--- src/rtl/core/dwsc_pkg.sv ---
package dwsc_pkg;

    localparam int WINDOW_DEPTH = 64;
    localparam int IDX_W = $clog2(WINDOW_DEPTH);
    localparam int CNT_W = $clog2(WINDOW_DEPTH + 1);
    localparam int VALUE_W = 32;
    localparam int TOTAL_W = 48;
    localparam int RUN_W = 7;

    localparam logic [CNT_W-1:0] FULL_COUNT = CNT_W'(WINDOW_DEPTH);
    localparam logic [TOTAL_W-1:0] TOTAL_MAX = {TOTAL_W{1'b1}};

    typedef struct packed {
        logic signed [VALUE_W-1:0] value;
        logic                      first;
    } in_beat_t;

    typedef struct packed {
        logic [RUN_W-1:0]   run_length;
        logic [TOTAL_W-1:0] total;
        logic               overflow;
    } out_beat_t;

    // window result handed from the cell chain to the accumulator
    typedef struct packed {
        logic             first;
        logic             trunc;
        logic [CNT_W-1:0] len;
    } win_info_t;

    // low bits of the window length, as the run_length field carries them
    function automatic logic [RUN_W-1:0] to_run_length(input logic [CNT_W-1:0] len);
        logic [CNT_W+RUN_W-1:0] ext;
        ext = {{RUN_W{1'b0}}, len};
        return ext[RUN_W-1:0];
    endfunction

endpackage

--- src/rtl/core/dwsc_cell.sv ---
module dwsc_cell import dwsc_pkg::*; (
    input  logic               aclk,
    input  logic               aresetn,
    input  logic               shift_en,
    input  logic [VALUE_W-1:0] key,
    input  logic [VALUE_W-1:0] data_in,
    input  logic               valid_in,
    output logic [VALUE_W-1:0] data_out,
    output logic               hit
);

    logic [VALUE_W-1:0] value_reg;
    logic               valid_reg;

    always_ff @(posedge aclk) begin
        if (shift_en) begin
            value_reg <= data_in;
        end
    end

    always_ff @(posedge aclk) begin
        if (!aresetn) begin
            valid_reg <= 1'b0;
        end else if (shift_en) begin
            valid_reg <= valid_in;
        end
    end

    assign data_out = value_reg;
    assign hit      = valid_reg && (value_reg == key);

endmodule

--- src/rtl/core/dwsc_chain.sv ---
module dwsc_chain import dwsc_pkg::*; (
    input  logic      aclk,
    input  logic      aresetn,
    input  logic      shift_en,
    input  in_beat_t  beat,
    output win_info_t info
);

    logic [VALUE_W-1:0]      key;
    logic [VALUE_W-1:0]      link [WINDOW_DEPTH+1];
    logic [WINDOW_DEPTH-1:0] hit;
    logic [WINDOW_DEPTH-1:0] hit_eff;
    logic [WINDOW_DEPTH-1:0] valid_next;
    logic [IDX_W-1:0]        match_idx;
    logic                    match;
    logic [CNT_W-1:0]        cnt_eff;
    logic                    full;
    logic [CNT_W-1:0]        count_reg;
    logic [CNT_W-1:0]        count_next;
    win_info_t               info_reg;
    win_info_t               info_next;

    assign key     = beat.value;
    assign link[0] = key;

    // newest entry sits in cell 0, older ones move one cell down per beat
    for (genvar k = 0; k < WINDOW_DEPTH; k++) begin : g_cell
        assign valid_next[k] = CNT_W'(k) < count_next;

        dwsc_cell u_cell (
            .aclk     (aclk),
            .aresetn  (aresetn),
            .shift_en (shift_en),
            .key      (key),
            .data_in  (link[k]),
            .valid_in (valid_next[k]),
            .data_out (link[k+1]),
            .hit      (hit[k])
        );
    end

    // a start beat sees an empty window
    assign hit_eff = beat.first ? '0 : hit;
    assign cnt_eff = beat.first ? '0 : count_reg;
    assign match   = |hit_eff;
    assign full    = (cnt_eff == FULL_COUNT);

    // entries are distinct, so at most one cell hits
    always_comb begin
        match_idx = '0;
        for (int k = 0; k < WINDOW_DEPTH; k++) begin
            match_idx = match_idx | (hit_eff[k] ? IDX_W'(k) : '0);
        end
    end

    always_comb begin
        if (match) begin
            count_next = CNT_W'(match_idx) + CNT_W'(1);
        end else if (full) begin
            count_next = FULL_COUNT;
        end else begin
            count_next = cnt_eff + CNT_W'(1);
        end
    end

    always_comb begin
        info_next.first = beat.first;
        info_next.trunc = !match && full;
        info_next.len   = count_next;
    end

    always_ff @(posedge aclk) begin
        if (!aresetn) begin
            count_reg <= '0;
        end else if (shift_en) begin
            count_reg <= count_next;
        end
    end

    always_ff @(posedge aclk) begin
        if (shift_en) begin
            info_reg <= info_next;
        end
    end

    assign info = info_reg;

endmodule

--- src/rtl/core/dwsc_accum.sv ---
module dwsc_accum import dwsc_pkg::*; (
    input  logic      aclk,
    input  logic      aresetn,
    input  logic      advance,
    input  logic      in_valid,
    input  win_info_t info,
    output logic      out_valid,
    output out_beat_t out_beat
);

    logic [TOTAL_W-1:0] total_reg;
    logic [TOTAL_W-1:0] total_next;
    logic               ovf_reg;
    logic               ovf_next;
    logic               out_valid_reg;
    out_beat_t          out_reg;
    logic [TOTAL_W-1:0] base;
    logic [TOTAL_W:0]   sum;
    logic               sat;

    assign base = info.first ? '0 : total_reg;
    assign sum  = {1'b0, base} + (TOTAL_W+1)'(info.len);
    // carry out means the sum passed the top of the range
    assign sat  = sum[TOTAL_W];

    assign total_next = sat ? TOTAL_MAX : sum[TOTAL_W-1:0];
    assign ovf_next   = (info.first ? 1'b0 : ovf_reg) | info.trunc | sat;

    always_ff @(posedge aclk) begin
        if (!aresetn) begin
            total_reg     <= '0;
            ovf_reg       <= 1'b0;
            out_valid_reg <= 1'b0;
        end else if (advance) begin
            out_valid_reg <= in_valid;
            if (in_valid) begin
                total_reg <= total_next;
                ovf_reg   <= ovf_next;
            end
        end
    end

    always_ff @(posedge aclk) begin
        if (advance && in_valid) begin
            out_reg.run_length <= to_run_length(info.len);
            out_reg.total      <= total_next;
            out_reg.overflow   <= ovf_next;
        end
    end

    assign out_valid = out_valid_reg;
    assign out_beat  = out_reg;

endmodule

--- src/rtl/core/distinct_window_subarray_counter_core.sv ---
// the window result is registered in the chain and the total in the accumulator
// throughput: one beat per cycle unless m_ready holds it; the cell chain compares
// every window entry at once and the 48-bit saturating add is in the stage after it
// the whole two-stage pipeline holds while a result waits on m_ready
// reset (aresetn low, synchronous) empties the window and clears total and overflow
module distinct_window_subarray_counter_core import dwsc_pkg::*; (
    input  logic      aclk,
    input  logic      aresetn,
    input  logic      s_valid,
    output logic      s_ready,
    input  in_beat_t  s_data,
    output logic      m_valid,
    input  logic      m_ready,
    output out_beat_t m_data
);

    logic      advance;
    logic      accept;
    logic      p_valid_reg;
    win_info_t info;

    assign advance = !m_valid || m_ready;
    assign s_ready = advance;
    assign accept  = s_valid && advance;

    always_ff @(posedge aclk) begin
        if (!aresetn) begin
            p_valid_reg <= 1'b0;
        end else if (advance) begin
            p_valid_reg <= s_valid;
        end
    end

    dwsc_chain u_chain (
        .aclk     (aclk),
        .aresetn  (aresetn),
        .shift_en (accept),
        .beat     (s_data),
        .info     (info)
    );

    dwsc_accum u_accum (
        .aclk      (aclk),
        .aresetn   (aresetn),
        .advance   (advance),
        .in_valid  (p_valid_reg),
        .info      (info),
        .out_valid (m_valid),
        .out_beat  (m_data)
    );

endmodule

--- config.mk ---
export PLATFORM = sky130hd
export DESIGN_NAME = distinct_window_subarray_counter_core
export DESIGN_NICKNAME = d
export VERILOG_FILES = /design/src/rtl/core/dwsc_pkg.sv /design/src/rtl/core/dwsc_cell.sv /design/src/rtl/core/dwsc_chain.sv /design/src/rtl/core/dwsc_accum.sv /design/src/rtl/core/distinct_window_subarray_counter_core.sv
export SDC_FILE = /design/constraint.sdc
export NUM_CORES = 2
export LEC_CHECK = 0
export BUFFER_PORTS_ARGS = -buffer_cell sky130_fd_sc_hd__buf_2
export CORE_AREA = 2 2 417 419
export CTS_CLUSTER_DIAMETER = 150
export CTS_CLUSTER_SIZE = 12
export DETAILED_ROUTE_END_ITERATION = 12
export DIE_AREA = 0 0 419 421
export PLACE_DENSITY = 0.74
export SLEW_MARGIN = 20
export SYNTH_ARGS = -nofsm -noshare
export SYNTH_HDL_FRONTEND = slang
export SYNTH_SLANG_ARGS = --single-unit
--- constraint.sdc ---
create_clock -name aclk -period 94 [get_ports aclk]
set_input_delay 14.1 -clock aclk [delete_from_list [all_inputs] [get_ports aclk]]
set_output_delay 14.1 -clock aclk [all_outputs]
set_load 0.1 [all_outputs]
Word-level counts from Yosys, hierarchy flattened --
Index checks and enable logic that the tools add are counted.
Storage, ports and cells: register bits 2235, latch bits 0, bits in writable memories 0, memory bits (read-only) 0, input port bits 37, output and inout bits 58, logic and storage cells 477, memories kept 0
Operators by class: add/sub/neg operators 3, $mul 0, divide/modulo/power cells 0, $lt $le $gt $ge 64, equality and inequality tests 65, shifts and indexed selects 0, mux-type cells 70, bitwise operators 64, reductions and logical operators 72
Operators by type and width (number):
- 32-bit equality test | 64
- 6-bit OR | 62
- 6-bit by 7-bit < comparator with 1-bit output (first input constant) | 32
- 6-bit two-way mux | 32
- 5-bit by 7-bit < comparator with 1-bit output (first input constant) | 16
- 48-bit two-way mux | 2
- 5-bit two-way mux | 16
- 1-bit logical AND | 67
- 64-bit two-way mux | 1
- 64-bit OR reduction | 1
- 4-bit by 7-bit < comparator with 1-bit output (first input constant) | 8
- 48-bit by 7-bit adder with 49-bit output | 1
- 4-bit two-way mux | 8
- 3-bit by 7-bit < comparator with 1-bit output (first input constant) | 4
- 7-bit two-way mux | 3
- 1-bit by 7-bit < comparator with 1-bit output (first input constant) | 2
- 2-bit by 7-bit < comparator with 1-bit output (first input constant) | 2
- 3-bit two-way mux | 4
- 6-bit by 1-bit adder with 7-bit output (second input constant) | 1
- 7-bit by 1-bit adder with 7-bit output (second input constant) | 1
- 7-bit equality test (second input constant) | 1
- 2-bit two-way mux | 2
- 1-bit zero test | 2
- 1-bit two-way mux | 2
- 3 further kinds | 4

Depth between registers and ports, before layout --
depth in word-level cells 69, gate-level depth with buffers 23

Hierarchy --
A second synthesis with hierarchy kept.
Unflattened totals: cells, all modules 5927, area total of the unflattened synthesis 94281.7 sq um
By module, submodules not included:
- dwsc_cell | instances 64, cells an instance 79, area each 1352.5 sq um
- dwsc_accum | instances 1, cells an instance 603, area each 5620.4 sq um
- dwsc_chain | instances 1, cells an instance 262, area each 2039.5 sq um
- distinct_window_subarray_counter_core | instances 1, cells an instance 6, area each 58.8 sq um

Worst setup path before layout --
OpenSTA, ideal clock, no wires.
kind in2reg, start in m_ready, end reg u_chain.count_reg[5], data arrival time 71.711 ns, path slack 19.699 ns, cell stages on the path 7, path buffers 2, path through nor2b_1 > inv_1 > nand2_1 > clkinv_1 > clkbuf_1 > buf_1 > a211oi_1
Between the ends: longest elaborated chain between the ends 2
RTL lines:
- from (decl) | RTL line distinct_window_subarray_counter_core.sv:13 | input logic m_ready,
- 1-bit logical OR | RTL line distinct_window_subarray_counter_core.sv:22 | assign advance = !m_valid || m_ready;
- named net s_ready | RTL line distinct_window_subarray_counter_core.sv:10 | output logic s_ready,
- 1-bit logical AND | RTL line distinct_window_subarray_counter_core.sv:24 | assign accept = s_valid && advance;
- named net accept | RTL line distinct_window_subarray_counter_core.sv:18 | logic accept;
- to (signal assigned) | RTL line dwsc_chain.sv:76 | count_reg <= count_next;
- to (decl) | RTL line dwsc_chain.sv:18 | logic [CNT_W-1:0] count_reg;
The timed path passes the listed nets, and every way through them passes these cells. A chain may end at the register's enable or synchronous reset.

Worst setup path after layout --
start in m_ready, end out s_ready
Between the ends: longest elaborated chain between the ends 1
RTL lines (RTL line):
- 1-bit logical OR | distinct_window_subarray_counter_core.sv:22
- to (decl) | distinct_window_subarray_counter_core.sv:10
No other way between the ends.

==> flow_metrics.py <==
metrics = {
    "final_layout": {
        "stdcell_count": 9881,
        "area_growth_syn_to_layout_pct": 7.623,
        "largest_register_ffs": 2048,
        "num-fill-cells": 12730,
        "final_nets": 7510,
        "mostFrequentLayoutCells": "edfxtp_1 (2113), xor2_1 (1577), nor4_1 (556)",
        "final_common_cell": "edfxtp_1",
        "final_util_pct": 64.08,
        "drive_above_1_share_pct": 7.016,
    },
    "die": {
        "rows": 153,
        "die_area_um2": 176400,
        "die_x_um": 419,
        "die_h_um": 421,
        "io_pins": 95,
        "core_um2": 172500,
        "start_util_pct": 59.55,
    },
    "place": {
        "dp.cells": 9581,
        "port_buffers": 94,
        "dpl.hpwl_um": 242900,
        "gp_congestion": 1.067,
    },
    "sta": {
        "hold_viol_final": 0,
        "worst_clock_skew_ns": 0.04906,
        "setup_tns_ns": 0,
        "tightest_slew_ns": 1.261,
        "rsz0062_at_grt": "false",
        "fin_crit_sh_pct": 30.78,
        "fin_crit_ns": 28.93,
        "maxSlewViolCount": 0,
        "max_slew_margin_pct": 13.75,
        "fmax_mhz": 34.57,
        "setup_viol": 0,
    },
    "setup_path": {
        "critPathMaxFanout": 3,
        "cp.required_ns": 79.90,
        "path_class": "primary input to output port",
        "worst_setup_path_end_kind": "output port",
        "worstSetupStartpointType": "primary input",
        "arrival_ns": 14.83,
    },
    "hold_path": {
        "hp-class": "flop to flop",
    },
    "synth": {
        "synthesis.nets": 7383,
        "synth_ff_type": "edfxtp_1",
        "synthArstFlopShare_pct": 0,
        "yosysWarnings": 0,
        "netlist_area_um2": 102700,
        "ys_ff_latch": 2234,
        "synth.distinct_cells": 88,
        "syn_avg_cell_area_um2": 14.00,
        "netlist_instances": 7335,
        "synth_seq_area_share_pct": 64.14,
        "synth_edf_count": 2113,
    },
    "power": {
        "powerDensity_nw_per_um2": 20.06,
        "leakagePower_uw": 0.03685,
        "max-vdd-ir-drop_uv": 22.83,
    },
    "status": {
        "status": "complete, no violations",
    },
    "global_route": {
        "grt_pass1_vias": 63780,
        "grt_max_degree": 194,
        "antenna_found_initial": 19,
        "grt_pass1_wl_um": 475400,
        "track_usage_pct": 38.31,
        "overflow": 0,
    },
    "detailed_routing": {
        "drt_iter0_markers": 10100,
        "avgViaCountPerCell": 6.786,
        "num_vias": 67050,
        "wl_per_cell_um": 34.69,
        "drtAntennaViolNets": 0,
        "drc": 0,
        "drtPass1Iterations": 11,
        "wl_um": 342800,
    },
    "clock_network": {
        "holdBufCountCts": 0,
        "clock_latency_ns": 0.88,
        "htree_levels": 4,
        "cts_sinks": 2234,
        "postCtsSetupRepairBufs": 0,
        "cts_resized": 0,
        "cts.clk_slew.worst_paths_ns": 0.07,
        "cts-root-buf": "clkbuf_16",
        "cts_tree": "built",
        "cts_buffers": 204,
        "cts_max_path_buffers": 3,
    },
    "job": {
        "maxCapViolations": 0,
    },
}
## cell usage after synthesis, types with 47 or more instances
library cell / n / area share [%]
edfxtp_1: 2113 / 62
xor2_1: 1577 / 13
nor4_1: 577 / 3.5
xnor2_1: 492 / 4.2
nor2_1: 368 / 1.3
nand4_1: 332 / 2.0
nand2_1: 276 / 1.0
nor3_1: 128 / 0.62
dfxtp_1: 121 / 2.4
nand3_1: 116 / 0.57
buf_6: 103 / 1.1
buf_4: 102 / 0.75
nor2b_1: 97 / 0.59
or4_1: 78 / 0.57
nor4b_1: 77 / 0.66
o21ai_0: 73 / 0.36
a21oi_1: 72 / 0.35
nand4b_1: 64 / 0.55
clkbuf_1: 49 / 0.18
inv_1: 49 / 0.18
or3_1: 47 / 0.29
## metal layers
layer	vias up	wire length (um)	global-route usage, %
met5	-	114	0
met4	16	20890	19.67
met3	1085	37940	8.118
met2	4775	153400	58.39
met1	33530	130400	52.19
li1	27640	-	-
## per-stage QoR
stage	hold slack, ns	total power (uW)	worst slack, ns	cell area (um^2)
final	0.4542	2217	65.07	110500
after global routing	0.4639	2271	65.02	110500
after detailed placement	0.4495	1469	65.05	104900
after floorplan	0.4273	1512	19.70	102700
after CTS	0.4457	2212	65.04	110400
after global placement	0.4428	1467	65.03	104800
## worst max-delay path: stages
cell     delay [ns]
buf_2          0.10
nor2b_1        0.21
inv_1          0.11
buf_2          0.30
## where the power goes
part	internal [uW]	leakage (uW)	switching, uW	total (uW)
sequential	1170	0.0215	59.5	1230
clock	399	0.00269	358	757
combinational	67.0	0.0126	166	233
## path summary, 6_finish.rpt
kind,slack (ns),cells past startpoint,start,endpoint
worst max-delay path,65.07,4,m_ready,s_ready
worst max register to register,87.64,10,u_accum.out_valid,u_chain.g_cell[12].u_cell.data_out[26]
worst min-delay path,0.45,0,u_chain.g_cell[43].u_cell.data_out[2],u_chain.g_cell[44].u_cell.data_out[2]
worst min register to register,0.45,0,u_chain.g_cell[43].u_cell.data_out[2],u_chain.g_cell[44].u_cell.data_out[2]
## layout make-up
type	count	area [um^2]	share of cell area, %
inverter	54	230.2	0.2083
sequential	2234	65870	59.60
tap	2325	2909	2.632
clock inverter	7	97.59	0.08829
timing repair buffer	228	1670	1.511
clock buffer	277	5464	4.943
antenna	16	40.04	0.03622
multi-input combinational	4740	34250	30.99
## kinds of logic (layout without fill, tap and decap cells)
kind of cell,count (synthesis),count (layout),synth area share (%)
muxes,5,5,0.05238
buffers and inverters,361,566,2.754
AOI/OAI and AO/OA,295,295,1.896
adders and majority gates,11,11,0.1413
xor gates and xnor gates,2075,2075,17.74
and+or+nand+nor,2354,2354,13.28
DFF,2234,2234,64.14
other,0,16,0
No activity file was read; power rests on OpenSTA's default activity.
